## src/sv/pvtc_pkg.sv

```systemverilog
// Shared types, constants and the hash step for the pending verdict tag checker.
package pvtc_pkg;

	localparam int SLOTS_DEFAULT = 8;

	localparam logic [31:0] FNV_BASIS = 32'h811c9dc5;
	localparam logic [31:0] FNV_PRIME = 32'h01000193;

	localparam int HASH_STEPS = 11;

	localparam logic [1:0] CFG_SESSION_SEED   = 2'd0;
	localparam logic [1:0] CFG_BLOCK_ACTION   = 2'd1;
	localparam logic [1:0] CFG_INVALID_REASON = 2'd2;

	localparam logic [2:0] STATUS_REGISTERED   = 3'd0;
	localparam logic [2:0] STATUS_TABLE_FULL   = 3'd1;
	localparam logic [2:0] STATUS_DUPLICATE    = 3'd2;
	localparam logic [2:0] STATUS_UNKNOWN_ID   = 3'd3;
	localparam logic [2:0] STATUS_TAG_MISMATCH = 3'd4;
	localparam logic [2:0] STATUS_ACCEPTED     = 3'd5;

	localparam logic ACTION_REGISTER = 1'b0;
	localparam logic ACTION_RESPONSE = 1'b1;

	typedef struct packed {
		logic        action;
		logic [15:0] req_id;
		logic [7:0]  verdict_code;
		logic [7:0]  severity;
		logic [7:0]  reason;
		logic        revoke_flag;
		logic [31:0] received_tag;
		logic [63:0] tool_digest;
		logic [31:0] server_time;
		logic [31:0] now_ms;
	} pvtc_in_t;

	typedef struct packed {
		logic [2:0]  status;
		logic [2:0]  slot;
		logic        invalidate_first;
		logic [7:0]  audit_action;
		logic [7:0]  audit_reason;
		logic [15:0] audit_target;
		logic        clock_updated;
	} pvtc_out_t;

	typedef struct packed {
		logic [15:0] request;
		logic        done;
		logic [31:0] done_time;
	} pvtc_entry_t;

	typedef enum logic [1:0] {
		ST_IDLE,
		ST_READ,
		ST_CHECK,
		ST_FINISH
	} state_t;

	function automatic logic [31:0] fnv_fold(input logic [31:0] h, input logic [7:0] b);
		logic [31:0] x;
		x = h ^ {24'd0, b};
		return 32'(x * FNV_PRIME);
	endfunction

endpackage

```

## src/sv/pending_verdict_tag_checker_unit.sv

```systemverilog
// Top level of the pending verdict tag checker: slot table walk, tag hash and result register.
//
// Usage: an input transaction on in_data is taken when in_valid is high and in_stall
// is low. A register transaction claims the first free slot of the pending table; a
// response transaction looks up its request id, resolves the slot and checks its
// FNV-1a tag against the received tag. Every input transaction gives exactly one
// result transaction on out_data, held while out_stall is high.
// The slot table lives in a RAM with one read per cycle; each slot visited takes a
// read state and then a compare-and-write-back state. The tag hash folds one byte per
// cycle, eleven bytes, in parallel with the walk. An item is done once both the slot
// walk, which stops at the first hit or after the last slot, and the hash chain have
// finished. The result appears as the unit returns to idle, where the next item can
// be accepted.
// in_stall is high while an item is in work. The next item is accepted while a
// result still waits in the output register; the item after that finishes only
// once the receiver has taken the earlier result.
// Reset clears all slots through per-slot valid bits at once, so no clearing pass
// is needed; configuration takes its reset values. cfg_we writes a register at once.
module pending_verdict_tag_checker_unit #(
	parameter int SLOTS = pvtc_pkg::SLOTS_DEFAULT
) (
	input  logic               clk,
	input  logic               arst_n,
	input  logic               in_valid,
	output logic               in_stall,
	input  pvtc_pkg::pvtc_in_t in_data,
	output logic               out_valid,
	input  logic               out_stall,
	output pvtc_pkg::pvtc_out_t out_data,
	input  logic               cfg_we,
	input  logic [1:0]         cfg_index,
	input  logic [31:0]        cfg_data
);

	import pvtc_pkg::*;

	localparam int IW = (SLOTS > 1) ? $clog2(SLOTS) : 1;
	localparam int EW = $bits(pvtc_entry_t);

	state_t state_q, state_d;

	logic [31:0] session_seed_q;
	logic [7:0]  block_action_q;
	logic [7:0]  invalid_reason_q;

	logic [31:0] server_epoch_q;
	logic [31:0] sync_tick_q;
	logic        clock_trusted_q;

	pvtc_in_t    item_q;
	logic [IW-1:0] idx_q;
	logic [SLOTS-1:0] valid_q;
	logic        found_q;
	logic        dup_q;
	logic [IW-1:0] hit_idx_q;

	logic [3:0]  hcnt_q;
	logic [31:0] hash_q;
	logic [7:0]  hash_byte;

	logic        out_valid_q;
	pvtc_out_t   out_q;
	pvtc_out_t   result;

	logic        in_accept;
	logic        out_load;
	logic        idx_step;
	logic        hit_now;
	logic        last_slot;
	logic        hash_done;

	logic        ram_we;
	pvtc_entry_t ram_wdata;
	logic [EW-1:0] ram_rdata;
	pvtc_entry_t entry;

	pvtc_ram #(
		.WIDTH(EW),
		.DEPTH(SLOTS)
	) u_slot_ram (
		.clk  (clk),
		.we   (ram_we),
		.waddr(idx_q),
		.wdata(ram_wdata),
		.raddr(idx_q),
		.rdata(ram_rdata)
	);

	assign in_accept = in_valid && !in_stall;
	assign hash_done = (hcnt_q == 4'(HASH_STEPS));
	assign last_slot = (idx_q == IW'(SLOTS - 1));

	always_comb begin
		entry = valid_q[idx_q] ? pvtc_entry_t'(ram_rdata) : '0;
		if (item_q.action == ACTION_REGISTER) begin
			hit_now = !entry.done && (entry.request == 16'd0);
			ram_wdata = '{request: item_q.req_id, done: 1'b0, done_time: 32'd0};
		end else begin
			hit_now = (entry.request == item_q.req_id);
			ram_wdata = '{request: entry.request, done: 1'b1, done_time: item_q.now_ms};
		end
	end

	always_comb begin
		state_d  = state_q;
		in_stall = 1'b1;
		ram_we   = 1'b0;
		idx_step = 1'b0;
		out_load = 1'b0;
		unique case (state_q)
			ST_IDLE: begin
				in_stall = 1'b0;
				if (in_valid) begin
					state_d = ST_READ;
				end
			end
			ST_READ: begin
				state_d = ST_CHECK;
			end
			ST_CHECK: begin
				if (hit_now) begin
					ram_we  = !((item_q.action == ACTION_RESPONSE) && entry.done);
					state_d = ST_FINISH;
				end else if (last_slot) begin
					state_d = ST_FINISH;
				end else begin
					idx_step = 1'b1;
					state_d  = ST_READ;
				end
			end
			ST_FINISH: begin
				if (hash_done && (!out_valid_q || !out_stall)) begin
					out_load = 1'b1;
					state_d  = ST_IDLE;
				end
			end
			default: begin
				state_d = ST_IDLE;
			end
		endcase
	end

	always_ff @(posedge clk or negedge arst_n) begin
		if (!arst_n) begin
			state_q <= ST_IDLE;
		end else begin
			state_q <= state_d;
		end
	end

	always_ff @(posedge clk or negedge arst_n) begin
		if (!arst_n) begin
			session_seed_q   <= FNV_BASIS;
			block_action_q   <= 8'd0;
			invalid_reason_q <= 8'd0;
		end else if (cfg_we) begin
			case (cfg_index)
				CFG_SESSION_SEED:   session_seed_q   <= cfg_data;
				CFG_BLOCK_ACTION:   block_action_q   <= cfg_data[7:0];
				CFG_INVALID_REASON: invalid_reason_q <= cfg_data[7:0];
				default: ;
			endcase
		end
	end

	always_ff @(posedge clk) begin
		if (in_accept) begin
			item_q <= in_data;
		end
		if (state_q == ST_CHECK) begin
			found_q   <= hit_now;
			dup_q     <= hit_now && (item_q.action == ACTION_RESPONSE) && entry.done;
			hit_idx_q <= idx_q;
		end
	end

	always_ff @(posedge clk or negedge arst_n) begin
		if (!arst_n) begin
			idx_q   <= '0;
			valid_q <= '0;
		end else begin
			if (in_accept) begin
				idx_q <= '0;
			end else if (idx_step) begin
				idx_q <= idx_q + 1'b1;
			end
			if (ram_we) begin
				valid_q[idx_q] <= 1'b1;
			end
		end
	end

	always_comb begin
		case (hcnt_q)
			4'd0:    hash_byte = item_q.req_id[7:0];
			4'd1:    hash_byte = item_q.req_id[15:8];
			4'd2:    hash_byte = item_q.verdict_code;
			4'd3:    hash_byte = item_q.tool_digest[7:0];
			4'd4:    hash_byte = item_q.tool_digest[15:8];
			4'd5:    hash_byte = item_q.tool_digest[23:16];
			4'd6:    hash_byte = item_q.tool_digest[31:24];
			4'd7:    hash_byte = item_q.tool_digest[39:32];
			4'd8:    hash_byte = item_q.tool_digest[47:40];
			4'd9:    hash_byte = item_q.tool_digest[55:48];
			4'd10:   hash_byte = item_q.tool_digest[63:56];
			default: hash_byte = 8'd0;
		endcase
	end

	always_ff @(posedge clk or negedge arst_n) begin
		if (!arst_n) begin
			hcnt_q <= 4'(HASH_STEPS);
		end else if (in_accept) begin
			hcnt_q <= 4'd0;
		end else if (!hash_done) begin
			hcnt_q <= hcnt_q + 4'd1;
		end
	end

	always_ff @(posedge clk) begin
		if (in_accept) begin
			hash_q <= session_seed_q;
		end else if (!hash_done) begin
			hash_q <= fnv_fold(hash_q, hash_byte);
		end
	end

	always_comb begin
		result = '0;
		if (item_q.action == ACTION_REGISTER) begin
			if (found_q) begin
				result.status = STATUS_REGISTERED;
				result.slot   = 3'(hit_idx_q);
			end else begin
				result.status = STATUS_TABLE_FULL;
			end
		end else if (!found_q) begin
			result.status = STATUS_UNKNOWN_ID;
		end else if (dup_q) begin
			result.status = STATUS_DUPLICATE;
			result.slot   = 3'(hit_idx_q);
		end else begin
			result.slot         = 3'(hit_idx_q);
			result.audit_target = item_q.tool_digest[15:0];
			if (hash_q != item_q.received_tag) begin
				result.status       = STATUS_TAG_MISMATCH;
				result.audit_action = block_action_q;
				result.audit_reason = invalid_reason_q;
			end else begin
				result.status           = STATUS_ACCEPTED;
				result.invalidate_first = item_q.revoke_flag;
				result.audit_action     = item_q.verdict_code;
				result.audit_reason     = item_q.reason;
				result.clock_updated    = (item_q.server_time != 32'd0);
			end
		end
	end

	always_ff @(posedge clk or negedge arst_n) begin
		if (!arst_n) begin
			server_epoch_q  <= 32'd0;
			sync_tick_q     <= 32'd0;
			clock_trusted_q <= 1'b0;
		end else if (out_load && result.clock_updated) begin
			server_epoch_q  <= item_q.server_time;
			sync_tick_q     <= item_q.now_ms;
			clock_trusted_q <= 1'b1;
		end
	end

	always_ff @(posedge clk or negedge arst_n) begin
		if (!arst_n) begin
			out_valid_q <= 1'b0;
		end else if (out_load) begin
			out_valid_q <= 1'b1;
		end else if (!out_stall) begin
			out_valid_q <= 1'b0;
		end
	end

	always_ff @(posedge clk) begin
		if (out_load) begin
			out_q <= result;
		end
	end

	assign out_valid = out_valid_q;
	assign out_data  = out_q;

	a_accept_starts_walk: assert property (@(posedge clk) disable iff (!arst_n)
		in_accept |=> (state_q == ST_READ) && (idx_q == '0) && (hcnt_q == 4'd0))
		else $error("accepted transaction did not start the slot walk");

	a_write_in_check: assert property (@(posedge clk) disable iff (!arst_n)
		ram_we |-> (state_q == ST_CHECK) && hit_now)
		else $error("slot table written outside a matching compare");

	a_load_after_hash: assert property (@(posedge clk) disable iff (!arst_n)
		out_load |-> hash_done && (state_q == ST_FINISH))
		else $error("result loaded before the tag hash finished");

	a_no_overwrite: assert property (@(posedge clk) disable iff (!arst_n)
		(out_valid_q && out_stall) |-> !out_load)
		else $error("waiting result overwritten");

endmodule

```

## src/sv/pvtc_ram.sv

```systemverilog
// Generic single-write, single-read RAM with a registered read port.
module pvtc_ram #(
	parameter int WIDTH = 8,
	parameter int DEPTH = 8,
	parameter int AW = (DEPTH > 1) ? $clog2(DEPTH) : 1
) (
	input  logic             clk,
	input  logic             we,
	input  logic [AW-1:0]    waddr,
	input  logic [WIDTH-1:0] wdata,
	input  logic [AW-1:0]    raddr,
	output logic [WIDTH-1:0] rdata
);

	logic [WIDTH-1:0] mem [DEPTH];
	logic [WIDTH-1:0] rdata_q;

	always_ff @(posedge clk) begin
		if (we) begin
			mem[waddr] <= wdata;
		end
		rdata_q <= mem[raddr];
	end

	assign rdata = rdata_q;

endmodule

```

## config.mk

```make
export PLATFORM = sky130hd
export DESIGN_NAME = pending_verdict_tag_checker_unit
export DESIGN_NICKNAME = d
export VERILOG_FILES = /design/src/sv/pvtc_pkg.sv /design/src/sv/pending_verdict_tag_checker_unit.sv /design/src/sv/pvtc_ram.sv
export SDC_FILE = /design/constraint.sdc
export NUM_CORES = 1
export LEC_CHECK = 0
export BUFFER_PORTS_ARGS = -buffer_cell sky130_fd_sc_hd__buf_2
export CAP_MARGIN = 10
export CORE_ASPECT_RATIO = 0.9
export CORE_MARGIN = 5
export CORE_UTILIZATION = 39
export CTS_CLUSTER_SIZE = 28
export DETAILED_ROUTE_END_ITERATION = 7
export GPL_ROUTABILITY_DRIVEN = 0
export GPL_TIMING_DRIVEN = 0
export HOLD_SLACK_MARGIN = 0.15
export SKIP_LAST_GASP = 1
export SLEW_MARGIN = 20
export SYNTH_ARGS = -nofsm -noshare
export SYNTH_HDL_FRONTEND = slang
export SYNTH_SLANG_ARGS = --single-unit
```

## constraint.sdc

```tcl
create_clock -name clk -period 12.35 [get_ports clk]
set_clock_uncertainty 0.2 [all_clocks]
set_input_delay 1.8525 -clock clk [delete_from_list [all_inputs] [get_ports clk]]
set_output_delay 1.8525 -clock clk [all_outputs]
set_load 0.02 [all_outputs]
```

==> results.yml <==
placed_design:
  io_buffers: 242
  dpl_cell_area_um2: 25700
  hpwl_mm: 47.8
run_status:
  status: "finished clean"
final_layout:
  postLayoutCellArea_um2: 27300
  syn2layout_area_growth_pct: 17.5
  drive_gt1_share_pct: 21.1
  nets: 2533
detailed_routing:
  drt-total-wl_mm: 63.2
  post-route-drc-count: 0
  wl_per_cell_um: 22.2
  drt_pre_antenna_iters: 7
  drtAntennaViolNets: 0
  drt_iter0_markers: 1385
  vias: 15079
  via_per_inst: 5.30
global_route:
  antenna_found_initial: 3
  overflow: 0
  grt_max_degree: 49
  grt_pass1_vias: 15447
  grt_pass1_wl_mm: 94.8
  grt_util_all_layers_pct: 19.1
timing:
  tns_ns: 0
  slew_headroom_pct: 29.8
  hold_viol_final: 0
  maxSlewViolCount: 0
  min_period_over_period_pct: 71.6
  fin_crit_ns: 8.85
  rsz0062_at_grt: "no"
  worstMarginPinSlew_ns: 1.05
  setup_viol: 0
  fmax_mhz: 113
  whs_ns: 0.266
yosys:
  synth_top_area_share_pct: 48.5
  synth_edf_count: 375
  async_flop_share_pct: 14.4
  synth_nets: 2226
  yosysTopAreaCell: "edfxtp_1"
  synth.distinct_cells: 69
  synth.area.top_cells: "edfxtp_1, ha_1, fa_1"
  yosys_register_bits: 458
  synthCells: 1720
  yosysWarnings: 0
  syn_area_um2: 23200
  synth_ff_type: "edfxtp_1"
  syn_area_per_cell_um2: 13.5
  ys_seq_area_share_pct: 57.2
die:
  die-area_um2: 64500
  rows: 84
  start_util_pct: 39.5
  die_height_um: 242
  fp.coreArea_um2: 58800
  top_level_ports: 283
  die_x_um: 267
cts:
  cts_tree: "done"
  hold_buffers: 0
  h-tree-depth: 2
  insertion_delay_ns: 0.59
  cts_resized: 0
  cts_buffers: 48
  cts_setup_buffers: 0
  clk_path_buf_depth: 3
  clock_sinks: 458
  clk_pin_slew_worst_paths_ns: 0.06
  cts-root-buf: "clkbuf_16"
worst_hold_path:
  min_from: "u_slot_ram.mem[4][46]$_DFFE_PP_"
  hp-class: "reg2reg"
  holdPathStages: 2
run:
  max_cap_violations: 0
critical_path:
  r2r-start: "hcnt_q[0]$_DFFE_PN1P_"
  crit_start: "hcnt_q[0]$_DFFE_PN1P_"
  cpMostUsedCell: "ha_1"
  critical-path-top-delay-family: "adder cells"
  path_buf_inv: 4
  critPathKind: "reg2reg"
  crit_path_top_delay_cell: "xor2_1"
  crit_fanout: 10
  endpoint_kind: "flip-flop"
  crit_required_ns: 12.45
  cpPeakStageDelay_ns: 0.80
  crit_cells: 26
  ff2ff_path_depth: 26
  crit_arrival_ns: 8.94
  cp-start-kind: "flip-flop"
[cell usage after synthesis (41+ instances only)]
library cell / instances
o21ai_0: 52
xnor2_1: 65
mux2_2: 53
a22oi_1: 92
fa_1: 74
nand2_1: 87
ha_1: 191
nor2_1: 53
a21oi_1: 41
edfxtp_1: 375
clkbuf_1: 44
dfrtp_1: 49
inv_1: 205
[layout by cell type, fill, tap and decap left out, types with 18 or more instances in the layout]
cell,count
and2_1,27
a22oi_1,92
ha_1,191
o22ai_1,18
mux2_2,53
nand4_1,34
clkbuf_16,48
a21oi_1,41
edfxtp_1,375
nand2_1,87
nand3_1,19
clkbuf_1,56
dfrtp_1,49
mux2i_1,26
xnor2_1,65
buf_2,246
fa_1,74
nor2_1,50
xor2_1,25
o21ai_0,52
inv_1,204
[metal layers]
layer	wire [um]	GRT usage, %
met4	1330	4.90
met1	28700	28.3
met5	0	0
met3	4570	3.02
met2	28600	29.5
[state kept, by name, indices dropped and copies added, names as in the netlist]
name	count
found_q	1
valid_q	8
invalid_reason_q	8
out_data	40
out_valid	1
block_action_q	8
u_slot_ram.rdata	17
dup_q	1
hit_idx_q	3
u_slot_ram.mem	136
idx_q	3
hash_q	32
state_q	2
hcnt_q	4
session_seed_q	32
item_q	162
[through the flow]
stage                     util (%)  instances  setup WS (ns)
after floorplan                  -       1720           4.83
after global placement        43.2       2736           1.88
after detailed placement      43.7       2751           3.55
after CTS                     46.4       2840           3.51
after global routing          46.4       2843           3.19
final                         46.5       2846           3.50
[kinds of logic after synthesis]
family	share of synthesized area, %
adder cells (fa/ha/maj)	16.7
flip-flops	57.2
AO/OA/AOI/OAI	8.40
XOR/XNOR	3.39
multiplexers	3.88
AND/OR/NAND/NOR	6.27
buffers and inverters	4.23
[worst min-delay path, stage by stage (launching register included)]
cell	delay [ns]
edfxtp_1	0.32
a22oi_1	0.06
nand4_1	0.06
[worst paths after layout]
kind	endpoint	slack (ns)
worst max-delay path	hash_q[29]$_DFFE_PP_	3.50
worst min-delay path	u_slot_ram.rdata[46]$_DFF_P_	0.27
worst max register to register	hash_q[29]$_DFFE_PP_	3.50
worst min register to register	u_slot_ram.rdata[46]$_DFF_P_	0.27
max in group asynchronous	hcnt_q[3]$_DFFE_PN1P_	10.37
min in group asynchronous	session_seed_q[25]$_DFFE_PN0P_	0.97
[area by class of cell]
class,instances,area (um^2)
Antenna cell,6,15.0
Buffer,51,210
Clock buffer,66,1330
Clock inverter,23,258
Fill cell,5249,31500
Inverter,206,773
Multi-Input combinational cell,1005,9030
Sequential cell,458,13300
Tap cell,774,968
Timing Repair Buffer,257,1440
Power is left out: the tool's default activity adds up to more than one toggle a clock period on the data nets, which glitch-free logic cannot reach.
